===== config.mk =====
export PLATFORM = sky130hd
export DESIGN_NAME = nntpc_queue
export DESIGN_NICKNAME = d
export VERILOG_FILES = /design/src/rtl/nearest_neighbor_tx_power_control_core_assert.svh /design/src/rtl/nntpc_pkg.sv /design/src/rtl/nntpc_queue.sv
export SDC_FILE = /design/constraint.sdc
export NUM_CORES = 1
export LEC_CHECK = 0
export BUFFER_PORTS_ARGS = -buffer_cell sky130_fd_sc_hd__clkbuf_2
export CAP_MARGIN = 25
export CELL_PAD_IN_SITES_DETAIL_PLACEMENT = 1
export CELL_PAD_IN_SITES_GLOBAL_PLACEMENT = 1
export CORE_MARGIN = 2
export CORE_UTILIZATION = 44
export CTS_CLUSTER_SIZE = 24
export DETAILED_ROUTE_END_ITERATION = 6
export GPL_TIMING_DRIVEN = 0
export PLACE_DENSITY = 0.8
export SYNTH_ARGS = -nofsm -noshare
export SYNTH_HDL_FRONTEND = slang
export SYNTH_SLANG_ARGS = --single-unit
export TNS_END_PERCENT = 10

===== constraint.sdc =====
create_clock -name clk -period 4.8 [get_ports clk]
set_input_delay 0.48 -clock clk [delete_from_list [all_inputs] [get_ports clk]]
set_output_delay 0.48 -clock clk [all_outputs]
set_load 0.1 [all_outputs]

===== src/rtl/nearest_neighbor_tx_power_control_core_assert.svh =====
// Assertion macros for the transmit power control core
`ifndef NEAREST_NEIGHBOR_TX_POWER_CONTROL_CORE_ASSERT_SVH
`define NEAREST_NEIGHBOR_TX_POWER_CONTROL_CORE_ASSERT_SVH
// implication checked every clock outside reset
`define NNTPC_ASSERT_IMP(label, a, c) \
  label: assert property (@(posedge clk) disable iff (rst) (a) |-> (c)) \
    else $error("assertion failed");
// next-cycle implication
`define NNTPC_ASSERT_NXT(label, a, c) \
  label: assert property (@(posedge clk) disable iff (rst) (a) |=> (c)) \
    else $error("assertion failed");
`endif


===== src/rtl/nntpc_pkg.sv =====
`timescale 1ns / 1ps
// ----------------------------------------------------------------------------
// nntpc_pkg
// Shared types and constants of the transmit power control core.
// ----------------------------------------------------------------------------
package nntpc_pkg;
  localparam int NEIGHBORS = 16;
  localparam int SLOT_W = $clog2(NEIGHBORS);
  localparam int CNT_W = 5;
  localparam logic [16:0] DB_PER_LOG2_Q16 = 17'd98642;

  localparam logic [2:0] REG_SELF_X   = 3'd0;
  localparam logic [2:0] REG_SELF_Y   = 3'd1;
  localparam logic [2:0] REG_REF_DIST = 3'd2;
  localparam logic [2:0] REG_REF_LOSS = 3'd3;
  localparam logic [2:0] REG_PATH_EXP = 3'd4;
  localparam logic [2:0] REG_TARGET   = 3'd5;
  localparam logic [2:0] REG_TX_MIN   = 3'd6;
  localparam logic [2:0] REG_TX_MAX   = 3'd7;

  localparam logic FUNC_LEARN = 1'b0;
  localparam logic FUNC_QUERY = 1'b1;

  typedef struct packed {
    logic        func;
    logic [3:0]  slot;
    logic [31:0] x;
    logic [31:0] y;
  } cmd_t;
endpackage


===== src/rtl/nntpc_queue.sv =====
`timescale 1ns / 1ps
// ----------------------------------------------------------------------------
// nntpc_queue
// Two-entry command queue between the front end and the executor.
// ----------------------------------------------------------------------------
module nntpc_queue (
  input  logic           clk,
  input  logic           rst,
  input  logic           push,
  input  nntpc_pkg::cmd_t push_word,
  input  logic           pop,
  output logic           full,
  output logic           not_empty,
  output nntpc_pkg::cmd_t head
);
  nntpc_pkg::cmd_t mem [2];
  logic       wptr, rptr;
  logic [1:0] cnt;

  assign full = (cnt == 2'd2);
  assign not_empty = (cnt != 2'd0);
  assign head = mem[rptr];

  always_ff @(posedge clk) begin
    if (push) begin
      mem[wptr] <= push_word;
    end
    if (rst) begin
      wptr <= 1'b0;
      rptr <= 1'b0;
      cnt <= 2'd0;
    end else begin
      if (push) wptr <= ~wptr;
      if (pop) rptr <= ~rptr;
      cnt <= cnt + {1'b0, push} - {1'b0, pop};
    end
  end
endmodule


==> results.py, run 1 <==
metrics = {
    "status": {
        "status": "finished, violations left",
        "failed_checks": "DRC",
    },
    "clocking": {
        "cts_hold_buf": 0,
        "clk_pin_slew_ps": 60,
        "cts-root-buf": "clkbuf_16",
        "cts_resized": 0,
        "cts_tree": "done",
        "clockBufferDepth": 2,
        "insertion_delay_ps": 410,
        "cts_buffers": 17,
        "cts_setup_buffers": 0,
        "clock_sink_count": 143,
        "htree_levels": 4,
    },
    "floorplan": {
        "pin_count": 144,
        "core_area_sq_um": 11500,
        "die_area_sq_um": 12800,
        "num_rows": 39,
        "die_h_microns": 113,
        "initial_core_util_pct": 45.5,
        "die_x_microns": 113,
    },
    "timing": {
        "min_period_ps": 2380,
        "clock_skew_ps": 3.95,
        "worst_pin_slew_ps": 564,
        "finalSetupViolCount": 0,
        "rsz0062_at_grt": "false",
        "max_clock_freq_mhz": 420,
        "fin_crit_sh_pct": 49.6,
        "hold_viol": 0,
        "slew_headroom_pct": 62.3,
        "final-max-slew-violation-count": 0,
    },
    "drt": {
        "drt_iter0_markers": 95,
        "first_pass_iters": 7,
        "vias_per_cell": 4.87,
        "routed_wl_microns": 10100,
        "wire_per_inst_microns": 18.2,
        "drc": 10,
        "vias": 2713,
        "ant_nets": 0,
    },
    "global_routing": {
        "overflow": 0,
        "grt_pass1_wl_microns": 15900,
        "grtUsageTotal_pct": 16.7,
        "grt_max_degree": 42,
        "grt_pass1_vias": 3036,
        "antenna_found_initial": 0,
    },
    "placed_design": {
        "dp_cells": 525,
        "gp_congestion": 0.674,
        "portBuffers": 143,
        "hpwl_microns": 6910,
    },
    "logic_synthesis": {
        "synthTopCellsByArea": "edfxtp_1 79%, mux2_2 13%, mux2_4 2.9%",
        "syn_area_sq_um": 5240,
        "avgSynthCellArea_sq_um": 22.2,
        "yosysTopAreaCell": "edfxtp_1",
        "seq_area_frac_synth_pct": 81.0,
        "ys_seq_elements": 143,
        "synth_cells": 236,
        "synthFlopType": "edfxtp_1",
        "synth_edf_count": 138,
        "syn-num-nets": 311,
        "synth_top_area_share_pct": 79.1,
        "synth-async-reset-ratio_pct": 0,
        "yosys_warnings": 0,
        "yosysUniqueCellTypes": 15,
    },
    "worst_setup_path": {
        "critical_path_required_ps": 4320,
        "worstPathArrival_ps": 1900,
        "timing.rr.end": "mem[1][35]",
        "critPathKind": "register to primary output",
        "crit_end": "head[55]",
        "crit_path_max_fanout": 10,
        "r2r_setup_slack_ps": 3300,
        "ff2ff_path_depth": 2,
        "crit_chain": "buf_6 > buf_2 > mux2_2 > clkbuf_2",
        "critPathCaptureType": "primary output",
        "cp-start-kind": "register",
        "max_stage_delay_ps": 370,
        "worstReg2RegStart": "wptr",
        "cp_slowest_cell": "mux2_2",
    },
    "final_layout": {
        "final_common_cell": "clkbuf_2",
        "nets": 476,
        "seqCellArea_sq_um": 4240,
        "fillers": 1051,
        "diodes": 0,
        "drive_gt1_share_pct": 61.1,
        "area_delta_synth_final_pct": 30.1,
        "layout_common_cells": "143 x clkbuf_2, 138 x edfxtp_1, 59 x mux2_2",
        "layout.cells.non_filler": 557,
        "multiInputGateArea_sq_um": 936,
    },
    "pwr": {
        "ir_drop_mv": 0.357,
        "power_density_nw_per_um2": 529,
        "p_leak_nw": 2.67,
        "power_mw": 3.61,
    },
    "flow_run": {
        "drv_cap": 0,
    },
    "hold_path": {
        "hp-class": "primary input to register",
    },
}
-- metrics by stage --
step           area (sq um)  setup slack (ps)  util (%)  TNS [ps]  hold WS, ps
6_report               6820              2420      59.2         0          255
3_5_place_dp           6210              2810      53.9         0          511
5_1_grt                6820              2320      59.2         0          236
2_1_floorplan          5240               787         -         0          480
3_3_place_gp           6130             -1130      53.3    -77420          494
4_1_cts                6820              2360      59.2         0          231
-- power by group --
part           switching [mW]  internal [mW]
Clock                   0.454          0.870
Sequential             0.0210           1.46
Combinational           0.643          0.164
Total                    1.12           2.49
-- critical path, delay by kind of cell (launching register included) --
family | cells | cell delay (ps)
buffers and inverters | 3 | 800
muxes | 1 | 370
DFF | 1 | 320
-- cells by family after synthesis --
| logic type | count (synthesis) | share of synthesized area (%) |
|---|---|---|
| xor+xnor | 3 | 0.764 |
| fa+ha+maj | 2 | 0.477 |
| buf+inv | 10 | 1.34 |
| flops | 143 | 81.0 |
| mux | 69 | 15.5 |
| simple gates | 9 | 0.884 |
-- Yosys cell counts, types with 2 or more instances --
library cell / n
edfxtp_1: 138
mux2_2: 59
mux2_4: 10
buf_2: 5
dfxtp_1: 5
nor2_1: 4
nor2b_1: 3
buf_6: 2
ha_1: 2
inv_1: 2
xnor2_1: 2
-- metal layers --
layer,wire length [microns],track usage (%),share of wire (%),vias to the layer above
li1,-,-,-,1258
met1,3760,18.1,37,1350
met2,5470,29.4,54,90
met3,707,6.21,7.0,15
met4,174,7.07,1.7,0
met5,0,0,0,-
-- cell type report --
cell class	instances	area share (%)
Buffer	8	0.918
Timing Repair Buffer	146	11.5
Inverter	2	0.110
Tap cell	143	2.62
Clock buffer	26	7.32
Multi-Input combinational cell	83	13.7
Sequential cell	143	62.3
Clock inverter	6	1.54
-- worst min-delay path by stage --
stage                        startpoint         end  slack [ps]  depth (start not counted)
after CTS                 push_word[12]  mem[0][12]         230                          1
after global placement             rptr        rptr         490                          2
after floorplan                    rptr    register         480                          2
after detailed placement           rptr    register         510                          2
after global routing      push_word[12]  mem[1][12]         240                          1
final                     push_word[43]  mem[0][43]         260                          1
-- registers in the layout, indices dropped and copies added (netlist names), named ones only --
register	flops
mem	138
wptr	1
rptr	1
cnt	2
No activity file was read; power rests on OpenSTA's default activity.
==> run 2: changes to the inputs <==
Clock period 4.8 ns to 2.45 ns, I/O delays scaled along.
==> results.py, run 2 (synthesis results as in run 1) <==
metrics = {
    "status": {
        "status": "finished, violations left",
        "failed_checks": "DRC",
    },
    "placed_design": {
        "pre_cts_slack_ps": 717,
        "gp_congestion": 0.704,
        "portBuffers": 143,
        "hpwl_microns": 7550,
        "place_area_sq_um": 6200,
    },
    "global_routing": {
        "antenna_found_initial": 0,
        "overflow": 0,
        "grt_max_degree": 42,
        "grt_pass1_wl_microns": 16500,
        "grtUsageTotal_pct": 17.9,
        "grt_pass1_vias": 3041,
    },
    "final_layout": {
        "reg_top3": "mem: 138 flops, cnt: 2 flops",
        "area_delta_synth_final_pct": 31.7,
        "largest_reg_flops": 138,
        "final_util_pct": 59.9,
        "layout_common_cells": "143 x clkbuf_2, 138 x edfxtp_1, 59 x mux2_2",
        "nets": 488,
        "final_cell_area_sq_um": 6900,
        "final_common_cell": "clkbuf_2",
        "drive_gt1_share_pct": 59.4,
        "regMostFlops": "mem",
        "diodes": 0,
    },
    "clocking": {
        "cts_tree": "done",
        "clk_pin_slew_ps": 60,
        "htree_levels": 4,
        "cts_resized": 0,
        "clockBufferDepth": 2,
        "cts_buffers": 17,
        "cts_setup_buffers": 0,
        "clock_sink_count": 143,
        "insertion_delay_ps": 420,
        "cts_hold_buf": 11,
        "cts-root-buf": "clkbuf_16",
    },
    "pwr": {
        "power_density_nw_per_um2": 1020,
        "ir_drop_mv": 0.741,
        "p_leak_nw": 2.69,
        "power_switching_mw": 2.25,
        "seqPwrFrac_pct": 41.4,
        "sw_frac_of_total_pct": 32.1,
        "clkPwrFrac_pct": 35.8,
        "internal-power_mw": 4.76,
        "comb_power_share_pct": 22.8,
    },
    "worst_setup_path": {
        "cp-start-kind": "register",
        "critical_path_required_ps": 2200,
        "crit_path_max_fanout": 10,
        "critPathKind": "register to primary output",
        "worstPathArrival_ps": 1910,
        "critPathCaptureType": "primary output",
    },
    "timing": {
        "rsz0062_at_grt": "false",
        "worst_slack_ps": 298,
        "fin_crit_sh_pct": 87.8,
        "clock_skew_ps": 6.69,
        "final-max-slew-violation-count": 0,
        "worst_pin_slew_ps": 576,
        "hold_viol": 0,
        "slew_headroom_pct": 61.8,
        "max_clock_freq_mhz": 465,
        "finalSetupViolCount": 0,
        "hold_ws_ps": 24.9,
        "min_period_ps": 2150,
    },
    "floorplan": {
        "pin_count": 144,
        "die_x_microns": 113,
        "core_area_sq_um": 11500,
        "num_rows": 39,
        "initial_core_util_pct": 45.5,
        "die_area_sq_um": 12800,
        "die_h_microns": 113,
    },
    "drt": {
        "drt_iter0_markers": 124,
        "routed_wl_microns": 10900,
        "drc": 10,
        "vias_per_cell": 4.77,
        "wire_per_inst_microns": 19.1,
        "vias": 2714,
        "first_pass_iters": 7,
        "ant_nets": 0,
    },
    "hold_path": {
        "hp-class": "primary input to register",
    },
    "flow_run": {
        "drv_cap": 0,
    },
}
## run 2: changes by cell type in the layout (fill, tap and decap cells not counted), sizes merged
| cell | before | now |
|---|---|---|
| clkinv | 3 | 9 |
| clkinvlp | 0 | 3 |
| dlygate4sd3 | 0 | 12 |
| clkbuf | 169 | 160 |
## run 2: cell type report
| type | count | area, sq um |
|---|---|---|
| well taps | 143 | 179 |
| clock inverters | 15 | 151 |
| inverters | 2 | 7.51 |
| clock buffers | 17 | 425 |
| plain buffers | 8 | 62.6 |
| repair buffers | 158 | 896 |
| multi-input cells | 83 | 936 |
| fillers | 1040 | 4610 |
| flip-flops and latches | 143 | 4240 |
## run 2: critical path, stage by stage (launching register included)
cell and delay [ps]:
dfxtp_1 320, buf_6 120, buf_2 280, mux2_2 380, clkbuf_2 390
## run 2: power groups by stage
stage	clock, mW	combinational [mW]	sequential [mW]
finish	2.51	1.60	2.90
floorplan	0	1.31	2.94
global placement	0	1.55	2.94
CTS	2.57	1.61	2.90
global route	2.66	1.65	2.91
detailed placement	0	1.59	2.95
## run 2: per-stage QoR
step	instances	total power, mW	TNS, ps
global placement	522	4.49	-60080
global route	569	7.23	0
CTS	568	7.08	0
floorplan	236	4.25	-1140
detailed placement	525	4.55	0
finish	569	7.01	0
## run 2: layer usage
metal	GRT usage, %	wire, microns	vias to the layer above
met5	0	0	-
met4	5.61	88	0
met3	7.28	711	8
met2	31.6	5950	95
met1	19.7	4150	1330
li1	-	-	1281
## run 2: final timing paths
kind	depth (start not counted)	start	slack, ps	to
max	4	register	300	head[49]
min	1	push_word[48]	20	mem[1][48]
max reg2reg	2	wptr	940	mem[1][54]
min reg2reg	2	rptr	530	register
